File: config.mk
export PLATFORM = sky130hd
export DESIGN_NAME = mqtt_inbound_packet_deframer_unit
export DESIGN_NICKNAME = d
export VERILOG_FILES = /design/src/hdl/mqttd_pkg.sv /design/src/hdl/mqtt_inbound_packet_deframer_unit.sv /design/src/hdl/mqttd_tally.sv /design/src/hdl/mqttd_parse.sv
export SDC_FILE = /design/constraint.sdc
export NUM_CORES = 1
export LEC_CHECK = 0
export BUFFER_PORTS_ARGS = -buffer_cell sky130_fd_sc_hd__buf_2
export CAP_MARGIN = 25
export CORE_MARGIN = 4
export CORE_UTILIZATION = 28
export CTS_BUF_LIST = sky130_fd_sc_hd__clkbuf_2
export CTS_CLUSTER_SIZE = 14
export DETAILED_ROUTE_END_ITERATION = 12
export PLACE_DENSITY = 0.45
export REMOVE_ABC_BUFFERS = 1
export SYNTH_ARGS = -nofsm -noshare
export SYNTH_HDL_FRONTEND = slang
export SYNTH_HIERARCHICAL = 1
export SYNTH_SLANG_ARGS = --single-unit
File: constraint.sdc
create_clock -name clk_i -period 6.6 [get_ports clk_i]
set_clock_uncertainty 0.05 [all_clocks]
set_input_delay 1.32 -clock clk_i [delete_from_list [all_inputs] [get_ports clk_i]]
set_output_delay 1.32 -clock clk_i [all_outputs]
set_load 0.02 [all_outputs]
File: src/hdl/mqttd_pkg.sv
// Types, codes and constants of the MQTT inbound packet deframer.
package mqttd_pkg;

  localparam int unsigned AckCountWidth = 16;

  localparam logic [3:0] PublishType  = 4'h3;
  localparam logic [7:0] ConnackByte  = 8'h20;
  localparam logic [7:0] SubackByte   = 8'h90;
  localparam logic [7:0] PubackByte   = 8'h40;
  localparam logic [7:0] LenContFlag  = 8'h80;

  // remaining-length limit is 4 bytes of 7 bits
  localparam int unsigned LenWidth    = 28;
  localparam logic [LenWidth-1:0] PidBytes = LenWidth'(4);

  typedef enum logic [9:0] {
    PhIdle  = 10'b00_0000_0001,
    PhLen   = 10'b00_0000_0010,
    PhThi   = 10'b00_0000_0100,
    PhTlo   = 10'b00_0000_1000,
    PhTopic = 10'b00_0001_0000,
    PhPidh  = 10'b00_0010_0000,
    PhPidl  = 10'b00_0100_0000,
    PhPay   = 10'b00_1000_0000,
    PhAck   = 10'b01_0000_0000,
    PhDrop  = 10'b10_0000_0000
  } phase_e;

  typedef enum logic [2:0] {
    EvTopic      = 3'd0,
    EvPayload    = 3'd1,
    EvEmpty      = 3'd2,
    EvConnack    = 3'd3,
    EvSuback     = 3'd4,
    EvPuback     = 3'd5,
    EvUnparsable = 3'd6,
    EvMalformed  = 3'd7
  } event_kind_e;

  typedef enum logic [1:0] {
    AckConnack = 2'd0,
    AckSuback  = 2'd1,
    AckPuback  = 2'd2
  } ack_kind_e;

  typedef struct packed {
    logic      inc;
    ack_kind_e kind;
  } tally_req_t;

  typedef struct packed {
    logic        valid;
    event_kind_e kind;
    logic [7:0]  data;
    logic        msg_end;
  } step_res_t;

endpackage

File: src/hdl/mqtt_inbound_packet_deframer_unit.sv
// Top level of the MQTT inbound packet deframer: input register, parser, result register.
// A byte waits in the input register until the single-pass parser between the two registers
// takes it; it takes one byte per cycle unless a stalled result slot holds the flow.
// Reset (rst_ni low, asynchronous): phase to idle, counters and tallies to zero, both
// valid flags cleared.
module mqtt_inbound_packet_deframer_unit (
  input  logic        clk_i,
  input  logic        rst_ni,
  input  logic        in_valid_i,
  output logic        in_ready_o,
  input  logic [7:0]  rx_byte_i,
  input  logic        chunk_end_i,
  output logic        out_valid_o,
  input  logic        out_ready_i,
  output logic [2:0]  event_kind_o,
  output logic [7:0]  out_byte_o,
  output logic        message_end_o,
  output logic [15:0] ack_total_o
);
  import mqttd_pkg::*;

  // Input register: holds one byte so the parser sees registered data.
  logic       in_valid_q, in_valid_d;
  logic [7:0] byte_q;
  logic       ce_q;

  // Result register.
  logic        out_valid_q, out_valid_d;
  event_kind_e kind_q;
  logic [7:0]  data_q;
  logic        end_q;
  logic [15:0] total_q;

  logic       adv;      // result register free, or emptied this cycle
  logic       step;     // parser consumes the held byte
  logic       in_xfer;  // input transfer completes

  step_res_t  res;
  tally_req_t treq;
  logic [15:0] tally_total;

  assign adv        = !out_valid_q || out_ready_i;
  assign step       = in_valid_q && adv;
  assign in_ready_o = !in_valid_q || adv;
  assign in_xfer    = in_valid_i && in_ready_o;

  always_comb begin
    in_valid_d = in_valid_q;
    if (in_xfer) begin
      in_valid_d = 1'b1;
    end else if (step) begin
      in_valid_d = 1'b0;
    end
  end

  // A parsed byte that gives no result still frees the slot.
  always_comb begin
    out_valid_d = out_valid_q;
    if (step) begin
      out_valid_d = res.valid;
    end else if (out_ready_i) begin
      out_valid_d = 1'b0;
    end
  end

  mqttd_parse u_parse (
    .clk_i       (clk_i),
    .rst_ni      (rst_ni),
    .step_i      (step),
    .rx_byte_i   (byte_q),
    .chunk_end_i (ce_q),
    .res_o       (res),
    .tally_o     (treq)
  );

  mqttd_tally u_tally (
    .clk_i   (clk_i),
    .rst_ni  (rst_ni),
    .req_i   (treq),
    .total_o (tally_total)
  );

  always_ff @(posedge clk_i or negedge rst_ni) begin
    if (!rst_ni) begin
      in_valid_q  <= 1'b0;
      out_valid_q <= 1'b0;
    end else begin
      in_valid_q  <= in_valid_d;
      out_valid_q <= out_valid_d;
    end
  end

  always_ff @(posedge clk_i) begin
    if (in_xfer) begin
      byte_q <= rx_byte_i;
      ce_q   <= chunk_end_i;
    end
  end

  // Ack total is nonzero only on acknowledge events.
  always_ff @(posedge clk_i) begin
    if (step && res.valid) begin
      kind_q  <= res.kind;
      data_q  <= res.data;
      end_q   <= res.msg_end;
      total_q <= treq.inc ? tally_total : 16'd0;
    end
  end

  assign out_valid_o   = out_valid_q;
  assign event_kind_o  = kind_q;
  assign out_byte_o    = data_q;
  assign message_end_o = end_q;
  assign ack_total_o   = total_q;

endmodule

File: src/hdl/mqttd_tally.sv
// Wrapping counters for CONNACK, SUBACK and PUBACK packets.
module mqttd_tally (
  input  logic                   clk_i,
  input  logic                   rst_ni,
  input  mqttd_pkg::tally_req_t  req_i,
  output logic [15:0]            total_o
);
  import mqttd_pkg::*;

  logic [AckCountWidth-1:0] connack_q, connack_d;
  logic [AckCountWidth-1:0] suback_q, suback_d;
  logic [AckCountWidth-1:0] puback_q, puback_d;
  logic [AckCountWidth-1:0] sel, sel_next;

  always_comb begin
    unique case (req_i.kind)
      AckConnack: sel = connack_q;
      AckSuback:  sel = suback_q;
      default:    sel = puback_q;
    endcase
    sel_next  = sel + AckCountWidth'(1);
    connack_d = connack_q;
    suback_d  = suback_q;
    puback_d  = puback_q;
    if (req_i.inc) begin
      unique case (req_i.kind)
        AckConnack: connack_d = sel_next;
        AckSuback:  suback_d  = sel_next;
        default:    puback_d  = sel_next;
      endcase
    end
  end

  // low 16 bits of the updated count, zero-extended for narrow counters
  assign total_o = 16'(sel_next);

  always_ff @(posedge clk_i or negedge rst_ni) begin
    if (!rst_ni) begin
      connack_q <= '0;
      suback_q  <= '0;
      puback_q  <= '0;
    end else begin
      connack_q <= connack_d;
      suback_q  <= suback_d;
      puback_q  <= puback_d;
    end
  end

endmodule

File: src/hdl/mqttd_parse.sv
// Per-byte packet parser: phase, length and topic counters, one byte a cycle while step_i is high.
module mqttd_parse (
  input  logic                   clk_i,
  input  logic                   rst_ni,
  input  logic                   step_i,
  input  logic [7:0]             rx_byte_i,
  input  logic                   chunk_end_i,
  output mqttd_pkg::step_res_t   res_o,
  output mqttd_pkg::tally_req_t  tally_o
);
  import mqttd_pkg::*;

  phase_e              phase_q, phase_d;
  logic [LenWidth-1:0] acc_q, acc_d;
  logic [2:0]          idx_q, idx_d;
  logic [LenWidth-1:0] rem_q, rem_d;
  logic [15:0]         topic_q, topic_d;
  logic [2:0]          ack_left_q, ack_left_d;
  ack_kind_e           ack_kind_q, ack_kind_d;

  logic [LenWidth-1:0] len_part;
  logic [15:0]         tlen_full;
  logic [LenWidth:0]   topic_need;
  step_res_t           res;
  tally_req_t          treq;

  always_comb begin
    unique case (idx_q[1:0])
      2'd0:    len_part = LenWidth'(rx_byte_i[6:0]);
      2'd1:    len_part = LenWidth'({rx_byte_i[6:0], 7'b0});
      2'd2:    len_part = LenWidth'({rx_byte_i[6:0], 14'b0});
      default: len_part = LenWidth'({rx_byte_i[6:0], 21'b0});
    endcase
    tlen_full  = {topic_q[15:8], rx_byte_i};
    topic_need = (LenWidth+1)'(tlen_full) + (LenWidth+1)'(PidBytes);
  end

  always_comb begin
    phase_d    = phase_q;
    acc_d      = acc_q;
    idx_d      = idx_q;
    rem_d      = rem_q;
    topic_d    = topic_q;
    ack_left_d = ack_left_q;
    ack_kind_d = ack_kind_q;
    res        = '0;
    treq       = '0;
    treq.kind  = ack_kind_q;

    unique case (phase_q)
      PhLen: begin
        acc_d = acc_q + len_part;
        idx_d = idx_q + 3'd1;
        if (rx_byte_i < LenContFlag || idx_q[1:0] == 2'd3) begin
          phase_d = PhThi;
        end
      end
      PhThi: begin
        topic_d = {rx_byte_i, 8'h00};
        phase_d = PhTlo;
      end
      PhTlo: begin
        topic_d = tlen_full;
        if (topic_need > {1'b0, acc_q}) begin
          res.valid = 1'b1;
          res.kind  = EvMalformed;
          phase_d   = chunk_end_i ? PhIdle : PhDrop;
        end else begin
          rem_d   = acc_q - PidBytes - LenWidth'(tlen_full);
          phase_d = (tlen_full != 16'd0) ? PhTopic : PhPidh;
        end
      end
      PhTopic: begin
        topic_d       = topic_q - 16'd1;
        res.valid     = 1'b1;
        res.kind      = EvTopic;
        res.data      = rx_byte_i;
        res.msg_end   = (topic_q == 16'd1) && (rem_q == '0);
        if (topic_q == 16'd1) begin
          phase_d = PhPidh;
        end
      end
      PhPidh: phase_d = PhPidl;
      PhPidl: begin
        if (rem_q != '0) begin
          phase_d = PhPay;
        end else begin
          phase_d = PhIdle;
          if (acc_q == PidBytes) begin
            res.valid   = 1'b1;
            res.kind    = EvEmpty;
            res.msg_end = 1'b1;
          end
        end
      end
      PhPay: begin
        rem_d       = rem_q - LenWidth'(1);
        res.valid   = 1'b1;
        res.kind    = EvPayload;
        res.data    = rx_byte_i;
        res.msg_end = (rem_q == LenWidth'(1));
        if (rem_q == LenWidth'(1)) begin
          phase_d = PhIdle;
        end
      end
      PhAck: begin
        ack_left_d = ack_left_q - 3'd1;
        if (ack_left_q == 3'd1) begin
          phase_d   = PhIdle;
          treq.inc  = 1'b1;
          res.valid = 1'b1;
          unique case (ack_kind_q)
            AckConnack: res.kind = EvConnack;
            AckSuback:  res.kind = EvSuback;
            default:    res.kind = EvPuback;
          endcase
        end
      end
      PhDrop: begin
        if (chunk_end_i) begin
          phase_d = PhIdle;
        end
      end
      default: begin
        // idle, and any code that is not a valid phase
        if (rx_byte_i[7:4] == PublishType) begin
          acc_d   = '0;
          idx_d   = '0;
          phase_d = PhLen;
        end else if (rx_byte_i == ConnackByte || rx_byte_i == SubackByte ||
                     rx_byte_i == PubackByte) begin
          if (rx_byte_i == ConnackByte) begin
            ack_kind_d = AckConnack;
          end else if (rx_byte_i == SubackByte) begin
            ack_kind_d = AckSuback;
          end else begin
            ack_kind_d = AckPuback;
          end
          ack_left_d = (rx_byte_i == SubackByte) ? 3'd4 : 3'd3;
          phase_d    = PhAck;
        end else begin
          res.valid = 1'b1;
          res.kind  = EvUnparsable;
          phase_d   = chunk_end_i ? PhIdle : PhDrop;
        end
      end
    endcase
  end

  assign res_o   = step_i ? res : '0;
  assign tally_o = '{inc: step_i & treq.inc, kind: treq.kind};

  always_ff @(posedge clk_i or negedge rst_ni) begin
    if (!rst_ni) begin
      phase_q    <= PhIdle;
      acc_q      <= '0;
      idx_q      <= '0;
      rem_q      <= '0;
      topic_q    <= '0;
      ack_left_q <= '0;
      ack_kind_q <= AckConnack;
    end else if (step_i) begin
      phase_q    <= phase_d;
      acc_q      <= acc_d;
      idx_q      <= idx_d;
      rem_q      <= rem_d;
      topic_q    <= topic_d;
      ack_left_q <= ack_left_d;
      ack_kind_q <= ack_kind_d;
    end
  end

endmodule

Yosys cells after proc, flatten, opt, wreduce, memory -nomap -nowiden --
Index checks and enable logic that the tools add are counted.
Word-level totals: bits in registers 177, word-level logic and storage cells 151, input bits 13
Cells by class: equal/unequal tests 28, add/subtract/negate cells 9, bitwise operators 7, mux-type cells 46, $lt $le $gt $ge 2, reductions and logical operators 40
Operators with widths (count):
- $pmux 28 s2 | 2
- $mux 10 | 9
- $pmux 10 s9 | 1
- $pmux 28 s3 | 1
- $mux 28 | 2
- $pmux 16 s3 | 1
- $pmux 16 s2 | 1
- $gt 29x28->1 | 1
- $add 28x28->28 | 1
- $eq 28x1->1 const B | 1
- $eq 28x3->1 const B | 1
- $logic_not 28->1 | 1
- $reduce_bool 28->1 | 1
- $sub 28x1->28 const B | 1
- $sub 28x16->28 | 1
- $sub 28x3->28 const B | 1
- $mux 4 | 6
- $pmux 4 s6 | 1
- $pmux 3 s2 | 3
- $add 16x3->17 const B | 1
- $add 16x1->16 const B | 1
- $eq 16x1->1 const B | 1
- $mux 8 | 2
- $reduce_bool 16->1 | 1
- 44 further kinds | 90

Longest topological paths before layout --
depth in word-level cells 8, mapped depth 17, mapped depth without buffers 16

Modules after synthesis --
The synthesis kept the hierarchy.
Modules (own cells, without submodules):
- mqttd_parse | area each 8836.0 µm², seq. area each 2228.4 µm², instances 1, cells an instance 1117
- mqttd_tally | area each 2548.7 µm², seq. area each 1201.2 µm², instances 1, cells an instance 247
- mqtt_inbound_packet_deframer_unit | area each 1327.5 µm², seq. area each 1161.1 µm², instances 1, cells an instance 64

Least setup slack after synthesis --
OpenSTA, ideal clock, no wires.
path type reg2reg, start register byte_q[7], end register total_q[0], in the netlist ack_total_o[0], enable pin, slack 1991 ps, data arrival time 4143 ps, stages on the path, launching flop included 17, required time 6134 ps, path buffers 1, setup time 416 ps, clock period less this slack 4609 ps, cell sequence edfxtp_1 clkbuf_1 and2_1 and4_1 and2_1 nand4_1 xnor2_1 ha_1 and4_1 nand4_1 o2111ai_1 a31oi_1 nand2b_1 and3_4 a41oi_2 nand2_1 nor2b_1
RTL lines:
- start: declaration | line mqtt_inbound_packet_deframer_unit.sv:24 | logic [7:0] byte_q;
- start signal: assignment | line mqtt_inbound_packet_deframer_unit.sv:95 | byte_q <= rx_byte_i;
- end signal: assignment | line mqtt_inbound_packet_deframer_unit.sv:106 | total_q <= treq.inc ? tally_total : 16'd0;
- end: declaration | line mqtt_inbound_packet_deframer_unit.sv:32 | logic [15:0] total_q;

Worst setup path after layout --
start register byte_q[4], end register u_parse.rem_q[15]
Between the ends: word-level cells in the longest chain between the ends 4
Ends and longest elaborated chain:
- $add 16x3->17 | line mqttd_parse.sv:35 | topic_need = (LenWidth+1)'(tlen_full) + (LenWidth+1)'(PidBytes);
- $gt 29x28->1 | line mqttd_parse.sv:64 | if (topic_need > {1'b0, acc_q}) begin
- $ne 2x2->1 (no line)
- $reduce_and 3->1 (no line)
- end signal: assignment | line mqttd_parse.sv:166 | rem_q <= rem_d;
- end: declaration | line mqttd_parse.sv:16 | logic [LenWidth-1:0] rem_q, rem_d;
Several ways; a longest one is shown, not always the timed one. The select of a mux whose other input is x is not followed. A chain may end at the register's enable or synchronous reset.

==> results.cfg <==
[critical_path]
cp-start-kind = flop
crit_required_ps = 7420
path_class = flop to flop
cp-end-kind = flop
cp.arrival_ps = 5350
critPathMaxFanout = 14

[place]
routabilityCongestion = 0.850
io_buffers = 42
dp_cells = 2019
dp_hpwl_mm = 26.9

[synth]
netlist_area_sq_mm = 0.0127
syn_inst = 1428
ys_types = 95
yosysWarnings = 6
syn_area_per_cell_sq_um = 8.90
synthFlopType = dfrtp_1
synth_edf_count = 37
ys_seq_area_frac = 0.361
synth-seq-cells = 176
synth_async_sr_flop_share = 0.790

[cells_and_area]
post-route-util = 0.309
fin_cells = 2055
final_cell_mix = dfrtp_1, nor2_1, nand2_1
drive_gt1_frac = 0.111
nets = 1552
fill_cells = 4813
final_common_cell = dfrtp_1
syn_to_final_growth_pct = 8.19

[route]
firstDrtPassIters = 5
ant_nets = 0
wl_per_cell_um = 17.9
wirelength_mm = 36.8
route.vias.total = 10400
vias_per_cell = 5.05
route.detailed.drc = 0
initialDrtViolationCount = 544

[clock_network]
clk-insertion-delay-late_ps = 930
numClockSinks = 176
clockBufferDepth = 2
cts_tree = done
cts_max_level = 4
cts_setup_buffers = 0
post_cts_resized = 0
numCtsBuffers = 17
clk_pin_slew_ps = 330
root_buffer = clkbuf_2
ctsHoldBuffers = 0

[sta]
fin_crit_sh = 0.686
finalHoldViolations = 0
slew_headroom = 0.418
period_minus_slack_ps = 4530
rsz0062_at_grt = no
drv_slew = 0
tns_ps = 0
setup_violations = 0
max_clock_freq_mhz = 221
worstMarginPinSlew_ps = 852

[floorplanning]
die_area_sq_mm = 0.0489
top_level_ports = 43
core_area_sq_mm = 0.0445
fp.dieH_um = 221
initial_core_util = 0.286
die_w_um = 221
rows = 77

[global_routing]
grt_max_degree = 60
antenna_found_initial = 2
grt_first_pass_wirelength_mm = 59.1
grt_pass1_vias = 10500
grt_usage = 0.150
overflow = 0

[power_and_ir_drop]
ir_worst_vdd_uv = 149
leakagePower_nw = 6.20
power.total_mw = 3.61
powerDensity_mw_per_mm2 = 262

[hold_path]
hp-class = primary input to asynchronous set/reset pin

[outcome]
outcome = complete, no violations

[flow_run]
drv_cap = 0
[cell families (layout without fill, tap and decap cells)]
| kind of cell | Yosys count | in the layout | share of synthesized area |
|---|---|---|---|
| compound gates | 371 | 371 | 0.184 |
| xor+xnor | 81 | 81 | 0.0558 |
| fa+ha+maj | 92 | 92 | 0.0917 |
| buf+inv | 146 | 178 | 0.0517 |
| flops | 176 | 176 | 0.361 |
| mux | 43 | 43 | 0.0373 |
| other cells | 0 | 3 | 0 |
| simple gates | 519 | 519 | 0.218 |
[per-layer routing]
layer | vias up | GRT usage | wire [um]
li1 | 5170 | - | -
met1 | 5027 | 0.208 | 17900
met2 | 134 | 0.243 | 17200
met3 | 43 | 0.0274 | 972
met4 | 0 | 0.0393 | 674
met5 | - | 0 | 0
[through the flow]
step	area, sq um	hold slack, ps	setup slack (ps)
global route	13800	164	1730
global placement	13500	406	2240
detailed placement	13500	412	2100
finish	13800	258	2070
floorplan	12400	391	1800
CTS	13700	171	2080
[Yosys cell counts, drive strengths merged, types with 6 or more instances]
cell type	number	area share
nor3	38	0.016
nand3b	8	0.0057
nor2	130	0.039
clkbuf	35	0.011
o21ai	114	0.045
a22o	7	0.0048
a21o	28	0.017
and3	18	0.0094
xnor2	44	0.030
o22ai	6	0.0030
a21oi	94	0.037
o211ai	7	0.0041
nor4	27	0.018
ha	90	0.089
o31ai	12	0.0071
buf	25	0.016
nand3	31	0.014
or2	9	0.0046
a31oi	12	0.0059
a22oi	8	0.0047
nand2	119	0.035
mux2i	20	0.016
nand4b	7	0.0053
mux2	23	0.021
xor2	37	0.025
and2	61	0.030
a211oi	15	0.0089
o21a	14	0.0083
nor2b	12	0.0059
or3	11	0.0055
dfrtp	138	0.27
nor3b	6	0.0047
edfxtp	37	0.087
inv	86	0.026
nand2b	13	0.0064
nand4	15	0.0074
[where the power goes]
| group | switching, mW | total (mW) | internal, mW |
|---|---|---|---|
| registers | 0.173 | 1.44 | 1.27 |
| clock network | 0.507 | 0.643 | 0.137 |
| logic | 0.893 | 1.52 | 0.629 |
| total | 1.57 | 3.61 | 2.03 |
[area by class of cell]
| cell class | instances | area, sq um | share of cell area |
|---|---|---|---|
| clock inverter | 15 | 180 | 0.0131 |
| multi-input combinational | 1106 | 7470 | 0.543 |
| tap | 592 | 741 | 0.0539 |
| timing repair buffer | 60 | 352 | 0.0256 |
| antenna | 3 | 7.51 | 0.000546 |
| inverter | 86 | 325 | 0.0237 |
| clock buffer | 17 | 85.1 | 0.00619 |
| sequential | 176 | 4590 | 0.334 |
[registers in the layout, summed over array words and instances (netlist names)]
register,flops
u_tally/connack_q,16
in_valid_q,1
ack_total_o,16
u_tally/puback_q,16
u_parse/acc_q,28
u_parse/idx_q,2
out_valid_o,1
ce_q,1
u_parse/ack_left_q,3
u_parse/topic_q,16
u_parse/ack_kind_q,2
byte_q,8
message_end_o,1
out_byte_o,8
event_kind_o,3
u_parse/phase_q,10
u_parse/rem_q,28
u_tally/suback_q,16
[path summary, 6_finish.rpt]
path                                                       from                              end  slack (ps)  cells past startpoint
worst max-delay path                        byte_q[4]$_DFFE_PP_    u_parse/rem_q[15]$_DFFE_PN0P_        2070                     14
min in group clk_i              u_tally/puback_q[7]$_DFFE_PN0P_  u_tally/puback_q[7]$_DFFE_PN0P_         440                      1
worst min-delay path                                     rst_ni    u_parse/acc_q[18]$_DFFE_PN0P_         260                      1
max in group asynchronous                                rst_ni   u_parse/topic_q[2]$_DFFE_PN0P_        5160                      2
worst min register to register  u_tally/puback_q[7]$_DFFE_PN0P_  u_tally/puback_q[7]$_DFFE_PN0P_         440                      1
worst max register to register              byte_q[4]$_DFFE_PP_    u_parse/rem_q[15]$_DFFE_PN0P_        2070                     14
[worst max-delay path: stages (launching register included)]
cell and delay [ps]:
edfxtp_1 770, and2_1 300, and4_1 250, and3_1 190, nand3_1 90, xnor2_1 150
ha_1 300, a21o_1 160, a21o_1 170, a211o_1 330, a211oi_1 380, a31oi_1 170
nand2b_1 220, nand3_1 460, o32a_1 500
Power figures use the tool's default switching activity.
